`src/sv/mdi_pkg.sv`:
```
`default_nettype none
// ----------------------------------------------------------------------------
// mdi_pkg: shared types and constants of the deadline interpolator
// value and time widths, defaults and the request/response of the mul-div unit
// ----------------------------------------------------------------------------
package mdi_pkg;

	localparam int VAL_W        = 32;
	localparam int TIME_W       = 48;
	localparam int CFG_W        = 16;
	localparam int CHANNELS_DEF = 7;
	localparam logic [CFG_W-1:0] WINDOW_RESET = 16'd150;

	// request kinds carried in the slave-side tuser
	typedef enum logic [1:0] {
		ACT_TICK   = 2'd0,
		ACT_VECTOR = 2'd1,
		ACT_RESET  = 2'd2,
		ACT_UNUSED = 2'd3
	} mdi_action_t;

	// request to the shared multiply-divide unit: floor(mag * dt / den)
	typedef struct packed {
		logic              valid;
		logic [VAL_W-1:0]  mag;
		logic [TIME_W-1:0] dt;
		logic [TIME_W-1:0] den;
	} mdi_req_t;

	typedef struct packed {
		logic             done;
		logic [VAL_W-1:0] quo;
	} mdi_rsp_t;

endpackage
`default_nettype wire

```
`src/sv/mdi_muldiv.sv`:
```
`default_nettype none
// ----------------------------------------------------------------------------
// mdi_muldiv: shared iterative multiply-divide unit
// product of a 32 bit magnitude and 48 bit time in two half multiplies,
// then a 32 step restoring division; quotient is known to fit 32 bits
// ----------------------------------------------------------------------------
module mdi_muldiv import mdi_pkg::*; (
	input  wire logic     clk,
	input  wire logic     arst_n,
	input  wire mdi_req_t req,
	output mdi_rsp_t      rsp
);

	localparam int HALF_W = TIME_W / 2;
	localparam int PP_W   = VAL_W + HALF_W;
	localparam int PROD_W = VAL_W + TIME_W;
	localparam int CNT_W  = $clog2(VAL_W);

	typedef enum logic [2:0] {MD_IDLE, MD_MLO, MD_MHI, MD_ADD, MD_DIV} md_state_t;

	md_state_t          state_q;
	logic [VAL_W-1:0]   mag_q;
	logic [TIME_W-1:0]  dt_q;
	logic [TIME_W-1:0]  den_q;
	logic [PP_W-1:0]    lo_q;
	logic [PP_W-1:0]    hi_q;
	logic [TIME_W-1:0]  rem_q;
	logic [VAL_W-1:0]   qsh_q;
	logic [CNT_W-1:0]   cnt_q;
	logic               done_q;

	logic [HALF_W-1:0]  mul_b;
	logic [PP_W-1:0]    pp;
	logic [PROD_W-1:0]  prod;
	logic [TIME_W:0]    trial;
	logic [TIME_W:0]    diff;
	logic               ge;

	assign mul_b = (state_q == MD_MLO) ? dt_q[HALF_W-1:0] : dt_q[TIME_W-1:HALF_W];
	assign pp    = PP_W'(mag_q) * PP_W'(mul_b);
	assign prod  = {hi_q, {HALF_W{1'b0}}} + PROD_W'(lo_q);
	assign trial = {rem_q, qsh_q[VAL_W-1]};
	assign diff  = trial - {1'b0, den_q};
	assign ge    = (trial >= {1'b0, den_q});

	always_ff @(posedge clk or negedge arst_n) begin
		if (!arst_n) begin
			state_q <= MD_IDLE;
			done_q  <= 1'b0;
			cnt_q   <= '0;
		end else begin
			done_q <= 1'b0;
			case (state_q)
				MD_IDLE: begin
					if (req.valid) begin
						mag_q   <= req.mag;
						dt_q    <= req.dt;
						den_q   <= req.den;
						state_q <= MD_MLO;
					end
				end
				MD_MLO: begin
					lo_q    <= pp;
					state_q <= MD_MHI;
				end
				MD_MHI: begin
					hi_q    <= pp;
					state_q <= MD_ADD;
				end
				MD_ADD: begin
					// upper part is already below the divisor
					rem_q   <= prod[PROD_W-1:VAL_W];
					qsh_q   <= prod[VAL_W-1:0];
					cnt_q   <= '0;
					state_q <= MD_DIV;
				end
				MD_DIV: begin
					rem_q <= ge ? diff[TIME_W-1:0] : trial[TIME_W-1:0];
					qsh_q <= {qsh_q[VAL_W-2:0], ge};
					cnt_q <= cnt_q + CNT_W'(1);
					if (cnt_q == CNT_W'(VAL_W - 1)) begin
						done_q  <= 1'b1;
						state_q <= MD_IDLE;
					end
				end
				default: state_q <= MD_IDLE;
			endcase
		end
	end

	assign rsp.done = done_q;
	assign rsp.quo  = qsh_q;

	a_rem_below_den: assert property (@(posedge clk) disable iff (!arst_n)
		state_q == MD_DIV |-> rem_q < den_q)
		else $error("division remainder not below divisor");

	a_req_only_idle: assert property (@(posedge clk) disable iff (!arst_n)
		req.valid |-> state_q == MD_IDLE)
		else $error("mul-div request while busy");

	a_done_pulse: assert property (@(posedge clk) disable iff (!arst_n)
		done_q |=> !done_q)
		else $error("done held longer than one cycle");

endmodule
`default_nettype wire

```
`config.mk`:
```
export PLATFORM = sky130hd
export DESIGN_NAME = mdi_muldiv
export DESIGN_NICKNAME = d
export VERILOG_FILES = /design/src/sv/mdi_pkg.sv /design/src/sv/mdi_muldiv.sv
export SDC_FILE = /design/constraint.sdc
export NUM_CORES = 2
export LEC_CHECK = 0
export BUFFER_PORTS_ARGS = -buffer_cell sky130_fd_sc_hd__clkbuf_2
export CAP_MARGIN = 20
export CORE_MARGIN = 1.5
export CORE_UTILIZATION = 50
export CTS_CLUSTER_DIAMETER = 150
export DETAILED_ROUTE_END_ITERATION = 7
export HOLD_SLACK_MARGIN = 0.1
export PLACE_DENSITY = 0.76
export SKIP_CTS_REPAIR_TIMING = 1
export SLEW_MARGIN = 10
export SYNTH_ARGS = -nofsm -noshare
export SYNTH_HDL_FRONTEND = slang
export SYNTH_SLANG_ARGS = --single-unit
```
`constraint.sdc`:
```
create_clock -name clk -period 26 [get_ports clk]
set_input_delay 1.3 -clock clk [delete_from_list [all_inputs] [get_ports clk]]
set_output_delay 1.3 -clock clk [all_outputs]
set_load 0.005 [all_outputs]
```
==> results.md <==
* Status: complete, no violations
* Vias in the first global route at 31.03k
* Sink Count at 329
* Num CTS Buffers at 40
* Simple logic cell fraction of the synthesized area at 0.1473
* Crit path DAT at 9.71 ns
* Max clock buf depth at 3
* Async S/R FF share, synth at 0.02736
* First-pass GRT wire length at 169,900 um
* Nets@finish at 5,306
* Most frequent cells in the layout: 778 x inv_1, 660 x fa_1, 555 x nand2_1
* Worst slew margin at 0.2305
* Largest net degree at the start of global routing at 94
* Final setup violation count at 0
* Max-slew violations at 0
* Post-synthesis compound-gate area fraction at 0.08701
* Startpoint Class: register
* EDFF count, synth at 320
* Via-to-Cell Ratio at 5.574
* Gr ovfl total at 0
* RD Place Congestion at 0.9281
* CP max stage delay at 0.61 ns
* Worst slew pin tran at 1.154 ns
* Max Clk Rate at 106.5 MHz
* RSZ-0062 raised after global routing: false
* Final worst path period share at 0.3611
* Seq cells post-synth at 329
* Fraction of layout cells with a size suffix above 1 at 0.07125
* Root Driver: clkbuf_16
* Worst EP required at 26.32 ns
* Area of the multi-input gates at 27,890 sq um
* Synthesized area at 41,330 sq um
* Hold Startpoint: lo_q[14]$_DFFE_PP_
* Main combinational cell family by area after synthesis: adder cells
* Synth top area share at 0.3197
* Clk Latency, worst-skew pair at 0.61 ns
* Syn_area_per_cell at 9.816 sq um
* GRT Util Overall at 0.2588
* ANT nets after route at 0
* Worst-path maximum fanout at 25
* # fillers at 7,155
* Core box area at 81,980 sq um
* Mapped Nets at 5,265
* Pre-antenna DRT Iters at 5
* Largest cells by area after synthesis: fa_1 32%, edfxtp_1 23%, ha_1 8.0%
* Top cell by count, worst path: fa_1
* I/O Buffers at 163
* Critical path class: reg -> reg
* Die height at 290.5 um
* Register area at 9834 sq um
* Distinct cell type count of the synthesized netlist at 71
* Die W at 290.5 um
* Row cnt at 105
* Hold WC Path Type: reg -> reg
* Sequential element share of the synthesized area at 0.2380
* Starting Density at 0.5041
* Synth Flop Type: edfxtp_1
* Fin. Hold Viols at 0
* Worst setup startpoint: state_q[2]$_DFFE_PN0P_
* Initial antenna violation count at 6
* Die Area at 84,380 sq um
* Area grow syn2layout at 7.424%
* Setup Skew at 0.03501 ns
* Final WL at 107,500 um
* CTS H-tree depth at 2
* Average wire per standard cell at 20.09 um
* Vias at 29.83k
* DRC violations left at 0
* Adder-Cell Fraction of Synth Area at 0.3996
* Worst-path clk slew at 0.06 ns
* Synth Area in XOR/XNOR at 0.02882
* Syn Inst Count at 4,210
* DRT iter0 DRCs at 2,455
* Reg-to-reg startpoint: state_q[2]$_DFFE_PN0P_
* Synthesis Warnings at 0
* Period minus WS final at 9.390 ns
* DP HPWL at 80,590 um
* Crit end category: register
* CTS tree: done
* Multiplexer share of the synthesized area at 0.009991
* Area leader, netlist: fa_1
* Commonest non-fill, non-tap cell in the layout: inv_1
* Setup TNS at 0 ns
* I/O pins at 164
* Max_cap viols at 0
* Slowest CP cell: mux2i_4
[metal layers]
layer  vias up  routed length, um  global-route usage  share of wire
met1     14720              43370              0.3427           0.40
li1      13370                  -                   -              -
met2      1472              48370              0.4081           0.45
met4        10               3904             0.08683          0.036
met3       265              11800             0.07625           0.11
met5         -                 70                   0        0.00065
[state kept, by name, summed over array words and instances (netlist names)]
signal   cells
state_q      3
lo_q        56
dt_q        48
den_q       48
cnt_q        5
done_q       1
mag_q       32
rem_q       48
qsh_q       32
hi_q        56
[critical path: cells and delay by family, from the launching register on]
family,cells,cell delay (ns)
buffers and inverters,6,1.04
AND/OR/NAND/NOR,6,1.13
AO/OA/AOI/OAI,6,1.69
multiplexers,1,0.61
XOR/XNOR,1,0.15
flip-flops,1,0.51
adder cells (fa/ha/maj),8,3.94
[Yosys cell counts (5+ instances only)]
| master | n |
|---|---|
| nor4_1 | 5 |
| nand4_1 | 30 |
| ha_1 | 264 |
| nand2b_1 | 24 |
| a31oi_1 | 21 |
| dfrtp_1 | 9 |
| o21a_1 | 16 |
| a221oi_1 | 7 |
| o21bai_1 | 21 |
| nand2_1 | 557 |
| inv_1 | 778 |
| or3_1 | 6 |
| edfxtp_1 | 320 |
| buf_1 | 6 |
| fa_1 | 660 |
| o22ai_1 | 5 |
| mux2i_1 | 12 |
| o31ai_1 | 7 |
| xor2_1 | 63 |
| and4_1 | 5 |
| a211oi_1 | 36 |
| nand3_1 | 32 |
| o211ai_1 | 9 |
| clkbuf_1 | 195 |
| a21oi_1 | 177 |
| a221o_1 | 5 |
| and3_1 | 17 |
| nor3_1 | 28 |
| a21o_1 | 93 |
| o21ai_0 | 81 |
| nor2b_1 | 102 |
| xnor2_1 | 73 |
| a31o_2 | 5 |
| o211a_1 | 5 |
| a21boi_0 | 11 |
| mux2_2 | 26 |
| a41oi_1 | 6 |
| nor2_1 | 116 |
| and2_1 | 320 |
[per-stage QoR]
| stage | cells | hold WS (ns) | setup WS, ns | util | area (sq um) |
|---|---|---|---|---|---|
| after global routing | 5351 | 0.5324 | 16.03 | 0.5415 | 44390 |
| after floorplan | 4210 | 0.4740 | 17.27 | - | 41330 |
| final | 5352 | 0.5162 | 16.61 | 0.5415 | 44390 |
| after CTS | 5350 | 0.5178 | 16.60 | 0.5413 | 44380 |
| after global placement | 5277 | 0.5004 | 16.77 | 0.5254 | 43070 |
| after detailed placement | 5278 | 0.5027 | 16.64 | 0.5256 | 43090 |
[worst paths after layout]
path,slack [ns],cells after the start,endpoint
setup / recovery,16.61,28,hi_q[53]$_DFFE_PP_
hold / removal,0.52,2,qsh_q[14]$_DFFE_PP_
setup reg to reg,16.61,28,hi_q[53]$_DFFE_PP_
hold reg to reg,0.52,2,qsh_q[14]$_DFFE_PP_
max in group asynchronous,25.19,1,cnt_q[3]$_DFFE_PN0N_
min in group asynchronous,0.58,1,state_q[1]$_DFFE_PN0P_
[layout make-up]
cell class | instances | share of cell area
flip-flops and latches | 329 | 0.2215
diodes | 1 | 0.00005637
clock buffers | 52 | 0.02404
multi-input cells | 2900 | 0.6281
well taps | 1070 | 0.03016
inverters | 778 | 0.06578
repair buffers | 202 | 0.02531
clock inverters | 20 | 0.004989
[logic make-up after synthesis]
group | Yosys count
AO/OA/AOI/OAI | 552
XOR/XNOR | 136
adder cells (fa/ha/maj) | 924
buffers and inverters | 981
flip-flops | 329
multiplexers | 38
AND/OR/NAND/NOR | 1250
Power is not shown: default switching activity piles up to over one toggle a cycle in this logic, so the estimate is an artifact.
